===== config.mk =====
export PLATFORM = sky130hd
export DESIGN_NAME = cartridge_rtc_registers_flat
export DESIGN_NICKNAME = d
export VERILOG_FILES = /design/src/hdl/crtc_pkg.sv /design/src/hdl/crtc_req_if.sv /design/src/hdl/crtc_rsp_if.sv /design/src/hdl/cartridge_rtc_registers.sv /design/src/hdl/crtc_in_stage.sv /design/src/hdl/crtc_core.sv /design/src/hdl/crtc_out_stage.sv /design/src/flat_wrapper.sv
export SDC_FILE = /design/constraint.sdc
export NUM_CORES = 1
export LEC_CHECK = 0
export BUFFER_PORTS_ARGS = -buffer_cell sky130_fd_sc_hd__buf_2
export CAP_MARGIN = 20
export CORE_MARGIN = 1
export CORE_UTILIZATION = 35
export CTS_CLUSTER_DIAMETER = 150
export CTS_CLUSTER_SIZE = 30
export DETAILED_ROUTE_END_ITERATION = 6
export PLACE_DENSITY = 0.48
export SLEW_MARGIN = 20
export SYNTH_ARGS = -nofsm -noshare
export SYNTH_HDL_FRONTEND = slang
export SYNTH_SLANG_ARGS = --single-unit

===== constraint.sdc =====
create_clock -name clock -period 5.38 [get_ports clock]
set_clock_uncertainty 0.05 [all_clocks]
set_input_delay 1.076 -clock clock [delete_from_list [all_inputs] [get_ports clock]]
set_output_delay 1.076 -clock clock [all_outputs]
set_load 0.03 [all_outputs]

===== src/hdl/crtc_pkg.sv =====
// Shared types and constants of the cartridge real-time clock.
// No dependencies; the modules and the testbench of the block import this package.
`default_nettype none

package crtc_pkg;

   localparam int ACC_W = 23;
   localparam logic [ACC_W-1:0] CYCLES_PER_SECOND = 23'd4194304;

   localparam int LATCH_DEPTH = 5;

   // Register numbers as seen on the cartridge bus.
   localparam logic [7:0] REG_SECONDS  = 8'd8;
   localparam logic [7:0] REG_MINUTES  = 8'd9;
   localparam logic [7:0] REG_HOURS    = 8'd10;
   localparam logic [7:0] REG_DAY_LOW  = 8'd11;
   localparam logic [7:0] REG_DAY_HIGH = 8'd12;

   localparam logic [7:0] UNMAPPED_DATA = 8'hFF;
   localparam logic [7:0] DAY_HIGH_MASK = 8'hC1;

   localparam logic [5:0] SEC_LAST  = 6'd59;
   localparam logic [5:0] MIN_LAST  = 6'd59;
   localparam logic [4:0] HOUR_LAST = 5'd23;
   localparam logic [8:0] DAY_LAST  = 9'd511;

   // Bit positions inside the day-high register.
   localparam int DH_DAY8  = 0;
   localparam int DH_HALT  = 6;
   localparam int DH_CARRY = 7;

   localparam logic [7:0] LATCH_ARM  = 8'd0;
   localparam logic [7:0] LATCH_FIRE = 8'd1;

   typedef enum logic [1:0] {
      MODE_TICK  = 2'd0,
      MODE_LATCH = 2'd1,
      MODE_READ  = 2'd2,
      MODE_WRITE = 2'd3
   } mode_type;

   typedef struct packed {
      mode_type    mode;
      logic [7:0]  register_select;
      logic [7:0]  write_value;
      logic [15:0] tick_cycles;
   } item_type;

   typedef struct packed {
      logic       valid;
      logic [7:0] data;
   } result_type;

endpackage

`default_nettype wire


===== src/hdl/crtc_req_if.sv =====
// Request channel of the real-time clock: valid/ready handshake and item payload.
// Depends on nothing but plain logic types.
`default_nettype none

interface crtc_req_if;
   logic        valid;
   logic        ready;
   logic [1:0]  mode;
   logic [7:0]  register_select;
   logic [7:0]  write_value;
   logic [15:0] tick_cycles;

   modport source (output valid, output mode, output register_select,
                   output write_value, output tick_cycles, input ready);
   modport sink (input valid, input mode, input register_select,
                 input write_value, input tick_cycles, output ready);
endinterface

`default_nettype wire


===== src/hdl/crtc_rsp_if.sv =====
// Response channel of the real-time clock: valid/ready handshake and read data.
// Depends on nothing but plain logic types.
`default_nettype none

interface crtc_rsp_if;
   logic       valid;
   logic       ready;
   logic [7:0] read_data;

   modport source (output valid, output read_data, input ready);
   modport sink (input valid, input read_data, output ready);
endinterface

`default_nettype wire


===== src/hdl/cartridge_rtc_registers.sv =====
// Cartridge real-time clock: tick, latch, register read and register write requests.
// A register read is held in the input register and its answer in the result register.
// Throughput: one request per cycle; the result register lets the next request in
// while a read answer waits, and only a read meeting a full, stalled result register stalls.
// Reset (synchronous): counters, prescaler, latch arm and latched copies clear to zero.
// Depends on crtc_pkg, crtc_req_if, crtc_rsp_if, crtc_in_stage, crtc_core, crtc_out_stage.
`default_nettype none

module cartridge_rtc_registers (
   input  wire logic   clock,
   input  wire logic   reset,
   crtc_req_if.sink    req_ch,
   crtc_rsp_if.source  rsp_ch
);
   import crtc_pkg::*;

   item_type   item;
   logic       fire;
   logic       out_free;
   result_type result;

   crtc_in_stage u_in_stage (
      .clock    (clock),
      .reset    (reset),
      .req_ch   (req_ch),
      .out_free (out_free),
      .item     (item),
      .fire     (fire)
   );

   crtc_core u_core (
      .clock  (clock),
      .reset  (reset),
      .item   (item),
      .fire   (fire),
      .result (result)
   );

   crtc_out_stage u_out_stage (
      .clock    (clock),
      .reset    (reset),
      .result   (result),
      .out_free (out_free),
      .rsp_ch   (rsp_ch)
   );

endmodule

`default_nettype wire


===== src/hdl/crtc_in_stage.sv =====
// Input register of the real-time clock: holds one request until the core takes it.
// Depends on crtc_pkg and crtc_req_if.
`default_nettype none

module crtc_in_stage (
   input  wire logic               clock,
   input  wire logic               reset,
   crtc_req_if.sink                req_ch,
   input  wire logic               out_free,
   output crtc_pkg::item_type      item,
   output logic                    fire
);
   import crtc_pkg::*;

   logic     valid_ff;
   logic     valid_in;
   item_type item_ff;

   // A read needs room in the result register; every other request retires at once.
   assign fire = valid_ff && ((item_ff.mode != MODE_READ) || out_free);
   assign req_ch.ready = !valid_ff || fire;
   assign item = item_ff;

   always_comb begin
      valid_in = valid_ff;
      if (req_ch.ready) begin
         valid_in = req_ch.valid;
      end
   end

   always_ff @(posedge clock) begin
      if (reset) begin
         valid_ff <= 1'b0;
      end else begin
         valid_ff <= valid_in;
      end
      if (req_ch.valid && req_ch.ready) begin
         item_ff.mode            <= mode_type'(req_ch.mode);
         item_ff.register_select <= req_ch.register_select;
         item_ff.write_value     <= req_ch.write_value;
         item_ff.tick_cycles     <= req_ch.tick_cycles;
      end
   end

endmodule

`default_nettype wire


===== src/hdl/crtc_core.sv =====
// Clock state of the real-time clock: live counters, prescaler, latch and latched copies.
// Depends on crtc_pkg.
`default_nettype none

module crtc_core (
   input  wire logic                clock,
   input  wire logic                reset,
   input  wire crtc_pkg::item_type  item,
   input  wire logic                fire,
   output crtc_pkg::result_type     result
);
   import crtc_pkg::*;

   logic [5:0]       sec_ff, sec_in;
   logic [5:0]       min_ff, min_in;
   logic [4:0]       hour_ff, hour_in;
   logic [7:0]       day_low_ff, day_low_in;
   logic [7:0]       day_high_ff, day_high_in;
   logic [ACC_W-1:0] acc_ff, acc_in;
   logic             armed_ff, armed_in;
   logic [7:0]       latched_ff [LATCH_DEPTH];
   logic             copy;

   logic [ACC_W-1:0] acc_sum;
   logic             sec_wrap, min_wrap, hour_wrap, day_wrap, roll_day;
   logic [8:0]       days, days_next;
   logic [5:0]       adv_sec, adv_min;
   logic [4:0]       adv_hour;
   logic [7:0]       adv_day_high;
   logic [7:0]       read_data;

   // One second's advance of the live counters, worked out from the current state.
   always_comb begin
      sec_wrap  = sec_ff == SEC_LAST;
      min_wrap  = min_ff == MIN_LAST;
      hour_wrap = hour_ff == HOUR_LAST;
      days      = {day_high_ff[DH_DAY8], day_low_ff};
      day_wrap  = days == DAY_LAST;
      roll_day  = sec_wrap && min_wrap && hour_wrap;
      adv_sec   = sec_wrap ? 6'd0 : sec_ff + 6'd1;
      adv_min   = !sec_wrap ? min_ff : (min_wrap ? 6'd0 : min_ff + 6'd1);
      adv_hour  = !(sec_wrap && min_wrap) ? hour_ff
                  : (hour_wrap ? 5'd0 : hour_ff + 5'd1);
      days_next = roll_day ? days + 9'd1 : days;
      adv_day_high = {day_high_ff[DH_CARRY] | (roll_day && day_wrap),
                      day_high_ff[DH_CARRY-1:DH_DAY8+1], days_next[8]};
      acc_sum   = acc_ff + {{(ACC_W-16){1'b0}}, item.tick_cycles};
   end

   always_comb begin
      sec_in      = sec_ff;
      min_in      = min_ff;
      hour_in     = hour_ff;
      day_low_in  = day_low_ff;
      day_high_in = day_high_ff;
      acc_in      = acc_ff;
      armed_in    = armed_ff;
      copy        = 1'b0;
      if (fire) begin
         unique case (item.mode)
            MODE_TICK: begin
               if (!day_high_ff[DH_HALT]) begin
                  acc_in = acc_sum;
                  if (acc_sum >= CYCLES_PER_SECOND) begin
                     acc_in      = acc_sum - CYCLES_PER_SECOND;
                     sec_in      = adv_sec;
                     min_in      = adv_min;
                     hour_in     = adv_hour;
                     day_low_in  = days_next[7:0];
                     day_high_in = adv_day_high;
                  end
               end
            end
            MODE_LATCH: begin
               armed_in = item.write_value == LATCH_ARM;
               copy     = (item.write_value == LATCH_FIRE) && armed_ff;
            end
            MODE_READ: begin
            end
            MODE_WRITE: begin
               unique case (item.register_select)
                  REG_SECONDS:  sec_in      = item.write_value[5:0];
                  REG_MINUTES:  min_in      = item.write_value[5:0];
                  REG_HOURS:    hour_in     = item.write_value[4:0];
                  REG_DAY_LOW:  day_low_in  = item.write_value;
                  REG_DAY_HIGH: day_high_in = item.write_value & DAY_HIGH_MASK;
                  default: begin
                  end
               endcase
            end
            default: begin
            end
         endcase
      end
   end

   always_comb begin
      unique case (item.register_select)
         REG_SECONDS:  read_data = latched_ff[0];
         REG_MINUTES:  read_data = latched_ff[1];
         REG_HOURS:    read_data = latched_ff[2];
         REG_DAY_LOW:  read_data = latched_ff[3];
         REG_DAY_HIGH: read_data = latched_ff[4];
         default:      read_data = UNMAPPED_DATA;
      endcase
      result.valid = fire && (item.mode == MODE_READ);
      result.data  = read_data;
   end

   always_ff @(posedge clock) begin
      if (reset) begin
         sec_ff      <= '0;
         min_ff      <= '0;
         hour_ff     <= '0;
         day_low_ff  <= '0;
         day_high_ff <= '0;
         acc_ff      <= '0;
         armed_ff    <= 1'b0;
         for (int i = 0; i < LATCH_DEPTH; i++) begin
            latched_ff[i] <= '0;
         end
      end else begin
         sec_ff      <= sec_in;
         min_ff      <= min_in;
         hour_ff     <= hour_in;
         day_low_ff  <= day_low_in;
         day_high_ff <= day_high_in;
         acc_ff      <= acc_in;
         armed_ff    <= armed_in;
         if (copy) begin
            latched_ff[0] <= {2'b00, sec_ff};
            latched_ff[1] <= {2'b00, min_ff};
            latched_ff[2] <= {3'b000, hour_ff};
            latched_ff[3] <= day_low_ff;
            latched_ff[4] <= day_high_ff;
         end
      end
   end

   a_acc_below_second: assert property (@(posedge clock) disable iff (reset)
      acc_ff < CYCLES_PER_SECOND)
      else $error("prescaler holds a full second or more");

   a_day_high_unused_zero: assert property (@(posedge clock) disable iff (reset)
      day_high_ff[DH_CARRY-2:DH_DAY8+1] == '0)
      else $error("unimplemented day-high bits are set");

   a_halt_freezes_prescaler: assert property (@(posedge clock) disable iff (reset)
      fire && (item.mode == MODE_TICK) && day_high_ff[DH_HALT] |=> $stable(acc_ff))
      else $error("prescaler moved while the clock was halted");

   a_carry_sticky: assert property (@(posedge clock) disable iff (reset)
      day_high_ff[DH_CARRY] &&
      !(fire && (item.mode == MODE_WRITE) && (item.register_select == REG_DAY_HIGH))
      |=> day_high_ff[DH_CARRY])
      else $error("day carry cleared without a day-high write");

endmodule

`default_nettype wire


===== src/hdl/crtc_out_stage.sv =====
// Result register of the real-time clock: holds read data until the response is taken.
// Depends on crtc_pkg and crtc_rsp_if.
`default_nettype none

module crtc_out_stage (
   input  wire logic                  clock,
   input  wire logic                  reset,
   input  wire crtc_pkg::result_type  result,
   output logic                       out_free,
   crtc_rsp_if.source                 rsp_ch
);
   import crtc_pkg::*;

   logic       valid_ff, valid_in;
   logic [7:0] data_ff;

   assign out_free = !valid_ff || rsp_ch.ready;
   assign rsp_ch.valid = valid_ff;
   assign rsp_ch.read_data = data_ff;

   always_comb begin
      valid_in = valid_ff;
      if (out_free) begin
         valid_in = result.valid;
      end
   end

   always_ff @(posedge clock) begin
      if (reset) begin
         valid_ff <= 1'b0;
      end else begin
         valid_ff <= valid_in;
      end
      if (result.valid) begin
         data_ff <= result.data;
      end
   end

endmodule

`default_nettype wire


===== src/flat_wrapper.sv =====
// flat-port wrapper written by rule: the top's interface ports become plain ports
module cartridge_rtc_registers_flat import crtc_pkg::*;
  (clock, reset, req_ch_valid, req_ch_mode, req_ch_register_select, req_ch_write_value, req_ch_tick_cycles, req_ch_ready, rsp_ch_valid, rsp_ch_read_data, rsp_ch_ready);
  crtc_req_if req_ch_i ();
  crtc_rsp_if rsp_ch_i ();
  input  wire logic clock;
  input  wire logic reset;
  input wire logic [$bits(req_ch_i.valid)-1:0] req_ch_valid;
  input wire logic [$bits(req_ch_i.mode)-1:0] req_ch_mode;
  input wire logic [$bits(req_ch_i.register_select)-1:0] req_ch_register_select;
  input wire logic [$bits(req_ch_i.write_value)-1:0] req_ch_write_value;
  input wire logic [$bits(req_ch_i.tick_cycles)-1:0] req_ch_tick_cycles;
  output wire logic [$bits(req_ch_i.ready)-1:0] req_ch_ready;
  output wire logic [$bits(rsp_ch_i.valid)-1:0] rsp_ch_valid;
  output wire logic [$bits(rsp_ch_i.read_data)-1:0] rsp_ch_read_data;
  input wire logic [$bits(rsp_ch_i.ready)-1:0] rsp_ch_ready;
  assign req_ch_i.valid = req_ch_valid;
  assign req_ch_i.mode = req_ch_mode;
  assign req_ch_i.register_select = req_ch_register_select;
  assign req_ch_i.write_value = req_ch_write_value;
  assign req_ch_i.tick_cycles = req_ch_tick_cycles;
  assign req_ch_ready = req_ch_i.ready;
  assign rsp_ch_valid = rsp_ch_i.valid;
  assign rsp_ch_read_data = rsp_ch_i.read_data;
  assign rsp_ch_i.ready = rsp_ch_ready;
  cartridge_rtc_registers u_core (.clock(clock), .reset(reset), .req_ch(req_ch_i), .rsp_ch(rsp_ch_i));
endmodule

* Word level (Yosys, flattened, before mapping)
Memories as Yosys holds them, arrays and structs flattened.
Index checks and enable logic that the tools add are counted.
** Storage, ports and cells
- Input port bits :: 38
- Output and inout port bits :: 10
- RAM bits :: 40
- Memories :: 1
- Register bits after elaboration :: 101
- Logic and storage cells :: 122
** Operators by class
- $lt $le $gt $ge :: 1
- Multiplexer cells :: 40
- Bitwise logic cells :: 8
- Equality and inequality tests :: 24
- $add $sub $neg :: 6
- Reductions and logical operators :: 25
** Memories
- u_core.u_core.latched_ff :: words 5, width 8, read ports 5, clocked after memory_dff 0, write ports 5, line crtc_core.sv:21 : logic [7:0] latched_ff [LATCH_DEPTH];
** Operator list (number)
- 8-bit 2-to-1 mux :: 11
- 6-bit 2-to-1 mux :: 9
- 8-bit by 4-bit == test with 1-bit output (second input constant) :: 5
- 8-bit one-hot mux with 5 select lines :: 1
- 8-bit one-hot mux with 2 select lines :: 2
- 5-bit 2-to-1 mux :: 5
- 6-bit one-hot mux with 2 select lines :: 2
- 6-bit AND reduction :: 4
- 23-bit by 16-bit adder with 23-bit output :: 1
- 23-bit >= comparator (second input constant) :: 1
- 23-bit 2-to-1 mux :: 1
- 23-bit subtractor (second input constant) :: 1
- 2-bit inequality test (second input constant) :: 11
- 6-bit by 1-bit adder with 6-bit output (second input constant) :: 2
- 6-bit == test (second input constant) :: 2
- 5-bit one-hot mux with 2 select lines :: 1
- 5-bit AND reduction :: 2
- 9-bit by 1-bit adder with 9-bit output (second input constant) :: 1
- 9-bit == test (second input constant) :: 1
- 9-bit 2-to-1 mux :: 1
- 8-bit by 1-bit == test with 1-bit output (second input constant) :: 1
- 8-bit logical NOT :: 1
- 1-bit logical AND :: 7
- 1-bit 2-to-1 mux :: 7
- 13 further kinds :: 24

* Logic depth before layout (Yosys ltp)
Gate-level depths: netlist of the first run.
- Word-level depth :: 9
- Gate-level depth with buffers :: 11
- Depth with buffers taken out :: 10

* Cells and area by module
A second synthesis of the first run with hierarchy kept.
** Second synthesis, totals
- Cells, all modules :: 620
- Area, all modules :: 6256.0 um^2
** Modules (own cells, without submodules)
- crtc_core :: sequential area each 1881.8 um^2, area each 4868.4 um^2, times used 1, cells an instance 567
- crtc_in_stage :: sequential area each 1041.0 um^2, area each 1101.1 um^2, times used 1, cells an instance 41
- crtc_out_stage :: sequential area each 260.2 um^2, area each 286.5 um^2, times used 1, cells an instance 12

* Least setup slack after synthesis of the first run
Ideal clock, no wire load.
- Path kind :: register -> register
- Start point :: reg u_core.u_in_stage.item_ff (netlist bit u_core.u_in_stage.item[22])
- End point :: mem u_core.u_core.latched_ff[0][0], enable pin
- Buffers on the path :: 1
- Setup slack :: 1.519 ns
- Cell stages (with the launch flop) :: 5
- Setup time :: 0.452 ns
- Data required time :: 4.878 ns
- Clock period less this slack :: 3.861 ns
- Data arrival time :: 3.359 ns
- Cells stage by stage :: edfxtp_1 -> or4_1 -> or3_1 -> clkbuf_1 -> o21ai_0
** RTL lines
- from (decl) :: line crtc_in_stage.sv:17 : item_type item_ff;
- to (decl) :: line crtc_core.sv:21

* Final worst setup path of the first run
- Start point :: reg u_core.u_in_stage.item_ff (netlist bit u_core.u_in_stage.item[0])
- End point :: reg u_core.u_core.day_low_ff[1]
** Between the ends
- Longest elaborated chain between the ends :: 4
** RTL lines
- 23-bit by 16-bit adder with 23-bit output :: line crtc_core.sv:47 : acc_sum = acc_ff + {{(ACC_W-16){1'b0}}, item.tick_cycles};
- 23-bit >= comparator :: line crtc_core.sv:64 : if (acc_sum >= CYCLES_PER_SECOND) begin
- 2-bit inequality test (no source line)
- 6-bit AND reduction (no source line)
- to (signal assigned) :: line crtc_core.sv:126 : day_low_ff <= day_low_in;
- to (decl) :: line crtc_core.sv:17 : logic [7:0] day_low_ff, day_low_in;
Every way passes these cells.
A chain may end at the register's enable or synchronous reset.

==> impl_metrics.py, run 1 <==
metrics = {
    "synth": {
        "ys_warn_count": 0,
        "synth_cells": 656,
        "synth_top_area_share_pct": 32.4,
        "syn-num-nets": 716,
        "ys_ff_latch": 124,
        "synth_flop_cell": "edfxtp_1",
        "synth_most_common_cell": "edfxtp_1",
        "synth_commonest_cells": "edfxtp_1 (70), nand2_1 (65), dfxtp_1 (54), nor2_1 (54), a21oi_1 (53)",
        "syn_area_um2": 6480,
        "syn_area_per_cell_um2": 9.88,
        "yosysSeqAreaShare_pct": 49.1,
        "ys_types": 76,
        "synth_top_cell_by_area": "edfxtp_1",
        "synth_area_leaders": "edfxtp_1 (32%), dfxtp_1 (17%), a21oi_1 (4.1%)",
        "synth_edf_count": 70,
        "ys_async_sr_fraction_pct": 0,
    },
    "setup_path": {
        "crit_type": "register to register",
        "path_cells": "ha_1, inv_1, fa_1, nor2b_4, o31ai_4, o211ai_4, a211oi_2, o21ai_2, nand4_2, mux2_2",
        "critPathBufInv": 1,
        "cp.required_ns": 5.63,
        "crit_family": "compound AO/OA/AOI/OAI gates",
        "crit_path_max_fanout": 17,
        "critPathLaunchType": "register",
        "cp_slowest_cell": "o21ai_2",
        "cp.arrival_ns": 3.53,
        "critPathLaunch": "u_core.u_in_stage.item[0]",
        "rr_startpoint": "u_core.u_in_stage.item[0]",
        "critPathCaptureType": "register",
        "critPathMaxStageDelay_ns": 0.66,
    },
    "cts": {
        "h-tree-depth": 4,
        "cts_sinks": 124,
        "numCtsBuffers": 17,
        "cts.path.max_buffers": 2,
        "cts.clk_slew.worst_paths_ns": 0.06,
        "clk_latency_ns": 0.41,
        "cts_tree": "built",
        "cts_resized": 0,
        "post_cts_buffers": 0,
        "cts_hold_buffers": 0,
        "root_buffer": "clkbuf_16",
    },
    "power_and_ir_drop": {
        "p_total_mw": 2.37,
        "p_leak_nw": 2.78,
        "power_density_nw_per_um2": 314,
        "irDropWorstVdd_mv": 0.248,
    },
    "finish": {
        "area_growth_pct": 16.5,
        "drive_gt1_share_pct": 15.7,
        "fin_nets": 756,
        "diodes": 0,
        "design_area_um2": 7550,
        "fill_cells": 1761,
        "seq_area_um2": 3180,
        "fin_util_pct": 41.9,
        "multi_input_area_um2": 3090,
    },
    "sta": {
        "worstMarginPinSlew_ns": 0.886,
        "fin_crit_sh_pct": 61.0,
        "finalSetupViolCount": 0,
        "hold_viol": 0,
        "maxSlewViolCount": 0,
        "whs_ns": 0.404,
        "rsz0062_at_grt": "no",
        "fmax_mhz": 305,
        "tns_ns": 0,
        "slew_headroom_pct": 41.0,
        "min_period_ns": 3.28,
    },
    "global_route": {
        "gr-total-overflow": 0,
        "grt_pass1_wl_um": 27500,
        "grt_max_degree": 35,
        "grt_usage_pct": 18.3,
        "grt_pass1_vias": 5202,
        "antenna_found_initial": 0,
    },
    "floorplan": {
        "row_count": 49,
        "ios": 48,
        "die_x_um": 138,
        "dieArea_um2": 19100,
        "start_util_pct": 36.0,
        "coreArea_um2": 18000,
        "die_h_um": 138,
    },
    "place": {
        "port_buffers": 47,
        "dp_hpwl_um": 11800,
        "place_congestion": 0.822,
        "placed_area_um2": 6940,
    },
    "detailed_routing": {
        "drc_errors": 0,
        "first_pass_iters": 5,
        "wire_per_inst_um": 18.0,
        "vias_per_cell": 5.55,
        "ant_nets": 0,
        "vias": 5204,
        "wl_um": 16900,
        "first_iter_violations": 376,
    },
    "hold_path": {
        "hp-class": "register to register",
        "hp-start": "u_core.u_core.acc_ff[0]",
    },
    "run": {
        "maxCapViolCount": 0,
    },
    "status": {
        "outcome": "complete, no violations",
    },
}
metrics by stage:
stage,cells,setup WS (ns)
final,938,2.10
after global routing,938,1.87
after CTS,938,2.09
after detailed placement,906,2.12
after global placement,906,2.14
after floorplan,656,1.52
path summary, 6_finish.rpt:
path	end	slack, ns	depth (start not counted)
worst min register to register	u_core.u_core.acc_ff[0]	0.40	2
worst min-delay path	u_core.u_core.acc_ff[0]	0.40	2
worst max-delay path	u_core.u_core.day_low_ff[1]	2.10	10
worst max register to register	u_core.u_core.day_low_ff[1]	2.10	10
state kept, by name, indices dropped and copies added (netlist names):
register	cells
u_core.u_core.armed_ff	1
u_core.u_core.day_high_ff	3
u_core.u_in_stage.valid_ff	1
u_core.u_in_stage.item	34
u_core.u_core.min_ff	6
u_core.u_core.day_low_ff	8
u_core.u_out_stage.rsp_ch.valid	1
u_core.u_core.hour_ff	5
u_core.u_core.acc_ff	23
u_core.u_core.sec_ff	6
u_core.u_out_stage.rsp_ch.read_data	8
u_core.u_core.latched_ff	28
cell families (layout without fill, tap and decap cells):
| logic type | Yosys count | count (layout) | synth area share, % |
|---|---|---|---|
| and+or+nand+nor | 260 | 260 | 20.8 |
| AOI/OAI and AO/OA | 167 | 167 | 18.3 |
| DFF | 124 | 124 | 49.1 |
| buffers and inverters | 57 | 110 | 3.34 |
| adders and majority gates | 22 | 22 | 4.36 |
| muxes | 15 | 15 | 2.65 |
| xor gates and xnor gates | 11 | 11 | 1.49 |
power by group:
group,total [mW],switching (mW),internal [mW]
logic,0.151,0.0994,0.0512
clock network,1.17,0.411,0.762
registers,1.05,0.0210,1.03
total,2.37,0.531,1.84
worst min-delay path: stages, from the launching register on:
cell	delay, ns
dfxtp_1	0.31
nand2_1	0.05
a21oi_1	0.05
routing by layer:
layer	routed length [um]	track usage, %	up-vias
met2	8380	31.0	128
met3	721	4.05	20
li1	-	-	2534
met5	0	0	-
met4	236	6.07	0
met1	7550	23.1	2522
cell usage in the layout, fill, tap and decap left out, types with 16 or more instances in the layout:
master,synthesis,layout
nand2_1,65,65
and2_1,28,27
a21oi_1,53,53
edfxtp_1,70,70
dfxtp_1,54,54
nand3_1,20,20
o21ai_0,22,21
inv_1,20,20
clkbuf_16,0,17
nor3_1,16,16
nor2_1,54,54
buf_2,2,47
ha_1,21,21
area by class of cell:
cell class                 count  share of cell area [%]
clock buffer                  21                    6.23
multi-input combinational    475                    40.9
clock inverter                11                    1.87
timing repair buffer          56                    4.01
inverter                      22                    1.09
sequential                   124                    42.1
tap                          229                    3.79
No activity file was read; power rests on OpenSTA's default activity.
==> run 2: changes to the inputs <==
Settings changed: ABC_AREA set to 1.
Clock period 5.38 ns to 3.2 ns, I/O delays scaled along.
==> run 2 against run 1 <==
First-iteration DRC count down 16%. Maximum frequency increased by 37%. Sequential cell count unchanged. Via count shrank 0.46%. Worst hold slack worse by 0.064 ns. Non-clock buffer count decreased by 3. Combinational power up 97%. Core utilization rose by 0.26 points. Area after synthesis is 0.17% lower. Largest power group unchanged.
==> impl_metrics.py, run 2 <==
metrics = {
    "detailed_routing": {
        "wl_um": 15400,
        "first_pass_iters": 5,
        "wire_per_inst_um": 14.3,
        "ant_nets": 0,
        "vias": 5180,
        "vias_per_cell": 4.79,
        "first_iter_violations": 317,
        "drc_errors": 0,
    },
    "cts": {
        "cts_resized": 0,
        "clk_latency_ns": 0.42,
        "cts_sinks": 124,
        "cts.clk_slew.worst_paths_ns": 0.06,
        "cts.path.max_buffers": 2,
        "root_buffer": "clkbuf_16",
        "numCtsBuffers": 17,
        "cts_hold_buffers": 0,
        "h-tree-depth": 4,
        "post_cts_buffers": 0,
        "cts_tree": "built",
    },
    "synth": {
        "synth_top_area_share_pct": 32.5,
        "synth_commonest_cells": "nand2_1 (165), nor2_1 (121), inv_1 (107)",
        "synth_edf_count": 70,
        "ys_warn_count": 0,
        "ys_types": 47,
        "ys_ff_latch": 124,
        "syn_area_um2": 6470,
        "synth_cells": 783,
        "ys_async_sr_fraction_pct": 0,
        "syn-num-nets": 843,
        "syn_area_per_cell_um2": 8.26,
        "synth_area_leaders": "edfxtp_1 (32%), dfxtp_1 (17%), nand2_1 (9.6%)",
        "synth_most_common_cell": "nand2_1",
        "yosysSeqAreaShare_pct": 49.2,
        "synth_top_cell_by_area": "edfxtp_1",
        "synth_flop_cell": "edfxtp_1",
    },
    "finish": {
        "final_cell_mix": "nand2_1 (165), nor2_1 (121), inv_1 (107), edfxtp_1 (70), dfxtp_1 (54)",
        "fill_cells": 1815,
        "drive_gt1_share_pct": 13.8,
        "final_common_cell": "nand2_1",
        "design_area_um2": 7600,
        "area_growth_pct": 17.5,
        "fin_nets": 899,
        "largest_register_ffs": 34,
        "diodes": 0,
    },
    "sta": {
        "tns_ns": 0,
        "whs_ns": 0.340,
        "worstMarginPinSlew_ns": 0.668,
        "fmax_mhz": 417,
        "finalSetupViolCount": 0,
        "setup_ws_ns": 0.802,
        "slew_headroom_pct": 55.5,
        "maxSlewViolCount": 0,
        "min_period_ns": 2.40,
        "fin_crit_sh_pct": 74.9,
        "rsz0062_at_grt": "no",
        "hold_viol": 0,
    },
    "setup_path": {
        "crit_type": "register to register",
        "cp_slowest_cell": "edfxtp_1",
        "crit_family": "simple AND/OR/NAND/NOR gates",
        "cp.required_ns": 3.47,
        "critPathLaunchType": "register",
        "path_cells": "ha_1, inv_1, fa_1, inv_1, nand2_1, nand3_4, nand2_1, nand4_1, nand3_4, nand3_2, nor2_1, nor2_2",
        "critPathCaptureType": "register",
        "cp.arrival_ns": 2.66,
        "critPathMaxStageDelay_ns": 0.38,
        "crit_path_max_fanout": 19,
        "critPathBufInv": 2,
    },
    "place": {
        "dp_hpwl_um": 11000,
        "dp_slack_ns": 0.803,
        "port_buffers": 47,
        "placed_area_um2": 6940,
        "place_congestion": 0.831,
    },
    "run": {
        "maxCapViolCount": 0,
    },
    "global_route": {
        "grt_max_degree": 50,
        "gr-total-overflow": 0,
        "grt_pass1_vias": 5037,
        "grt_usage_pct": 17.6,
        "antenna_found_initial": 0,
        "grt_pass1_wl_um": 25500,
    },
    "power_and_ir_drop": {
        "irDropWorstVdd_mv": 0.376,
        "p_leak_nw": 3.36,
        "p_total_mw": 4.24,
        "power_density_nw_per_um2": 558,
    },
    "floorplan": {
        "die_x_um": 138,
        "die_h_um": 138,
        "start_util_pct": 35.9,
        "dieArea_um2": 19000,
        "row_count": 49,
        "coreArea_um2": 18000,
        "ios": 48,
    },
    "status": {
        "outcome": "complete, no violations",
    },
    "hold_path": {
        "hp-class": "input port to register",
    },
}
-- run 2: cell types whose count changed after synthesis, sizes merged, moves of 24 or more --
cell | previous run | this run
and2 | 28 | 0
clkbuf | 28 | 4
inv | 20 | 112
nand2 | 66 | 171
nand3 | 21 | 54
nor2 | 54 | 130
-- run 2: metal layers --
| layer | GRT usage (%) | vias up | routed length [um] |
|---|---|---|---|
| met5 | 0 | - | 0 |
| met4 | 6.58 | 0 | 232 |
| met3 | 3.95 | 15 | 659 |
| met2 | 26.6 | 97 | 6590 |
| met1 | 24.5 | 2378 | 7960 |
| li1 | - | 2690 | - |
-- run 2: cells by family (layout without fill, tap and decap cells) --
group	Yosys count	after routing	share of synthesized area (%)
buffers and inverters	129	198	8.01
xor gates and xnor gates	17	17	2.30
adders and majority gates	22	22	4.37
and+or+nand+nor	389	389	26.8
AOI/OAI and AO/OA	102	102	9.34
DFF	124	124	49.2
-- run 2: report_power, final --
part           total [mW]  switching (mW)  internal [mW]
sequential           1.77          0.0318           1.74
combinational       0.298           0.196          0.102
clock                2.17           0.753           1.41
total                4.24           0.981           3.26
-- run 2: worst paths after layout --
path	startpoint	to	slack, ns	depth (start not counted)
worst min register to register	u_core.u_core.acc_ff[22]	u_core.u_core.acc_ff[22]	0.42	2
worst min-delay path	req_ch_write_value[1]	u_core.u_in_stage.item[17]	0.34	1
worst max register to register	u_core.u_in_stage.item[0]	u_core.u_core.day_low_ff[7]	0.80	12
worst max-delay path	u_core.u_in_stage.item[0]	u_core.u_core.day_low_ff[7]	0.80	12
-- run 2: cell type report --
cell class	count	area [um2]	area share (%)
clock buffer	20	447	5.88
timing repair buffer	53	280	3.69
multi-input combinational	530	2770	36.4
tap	229	287	3.77
sequential	124	3180	41.9
inverter	113	424	5.58
clock inverter	12	210	2.77
-- run 2: stage by stage --
stage	util [%]	instances
2_1_floorplan	-	783
3_3_place_gp	38.5	1049
3_5_place_dp	38.5	1049
4_1_cts	42.2	1081
5_1_grt	42.2	1081
6_report	42.2	1081
-- run 2: worst register-to-register path, delay by kind of cell (launching register included) --
family / cells / cell delay [ns]
adder cells (fa/ha/maj): 2 / 0.43
buffers and inverters: 2 / 0.13
flip-flops: 1 / 0.38
AND/OR/NAND/NOR: 8 / 1.29
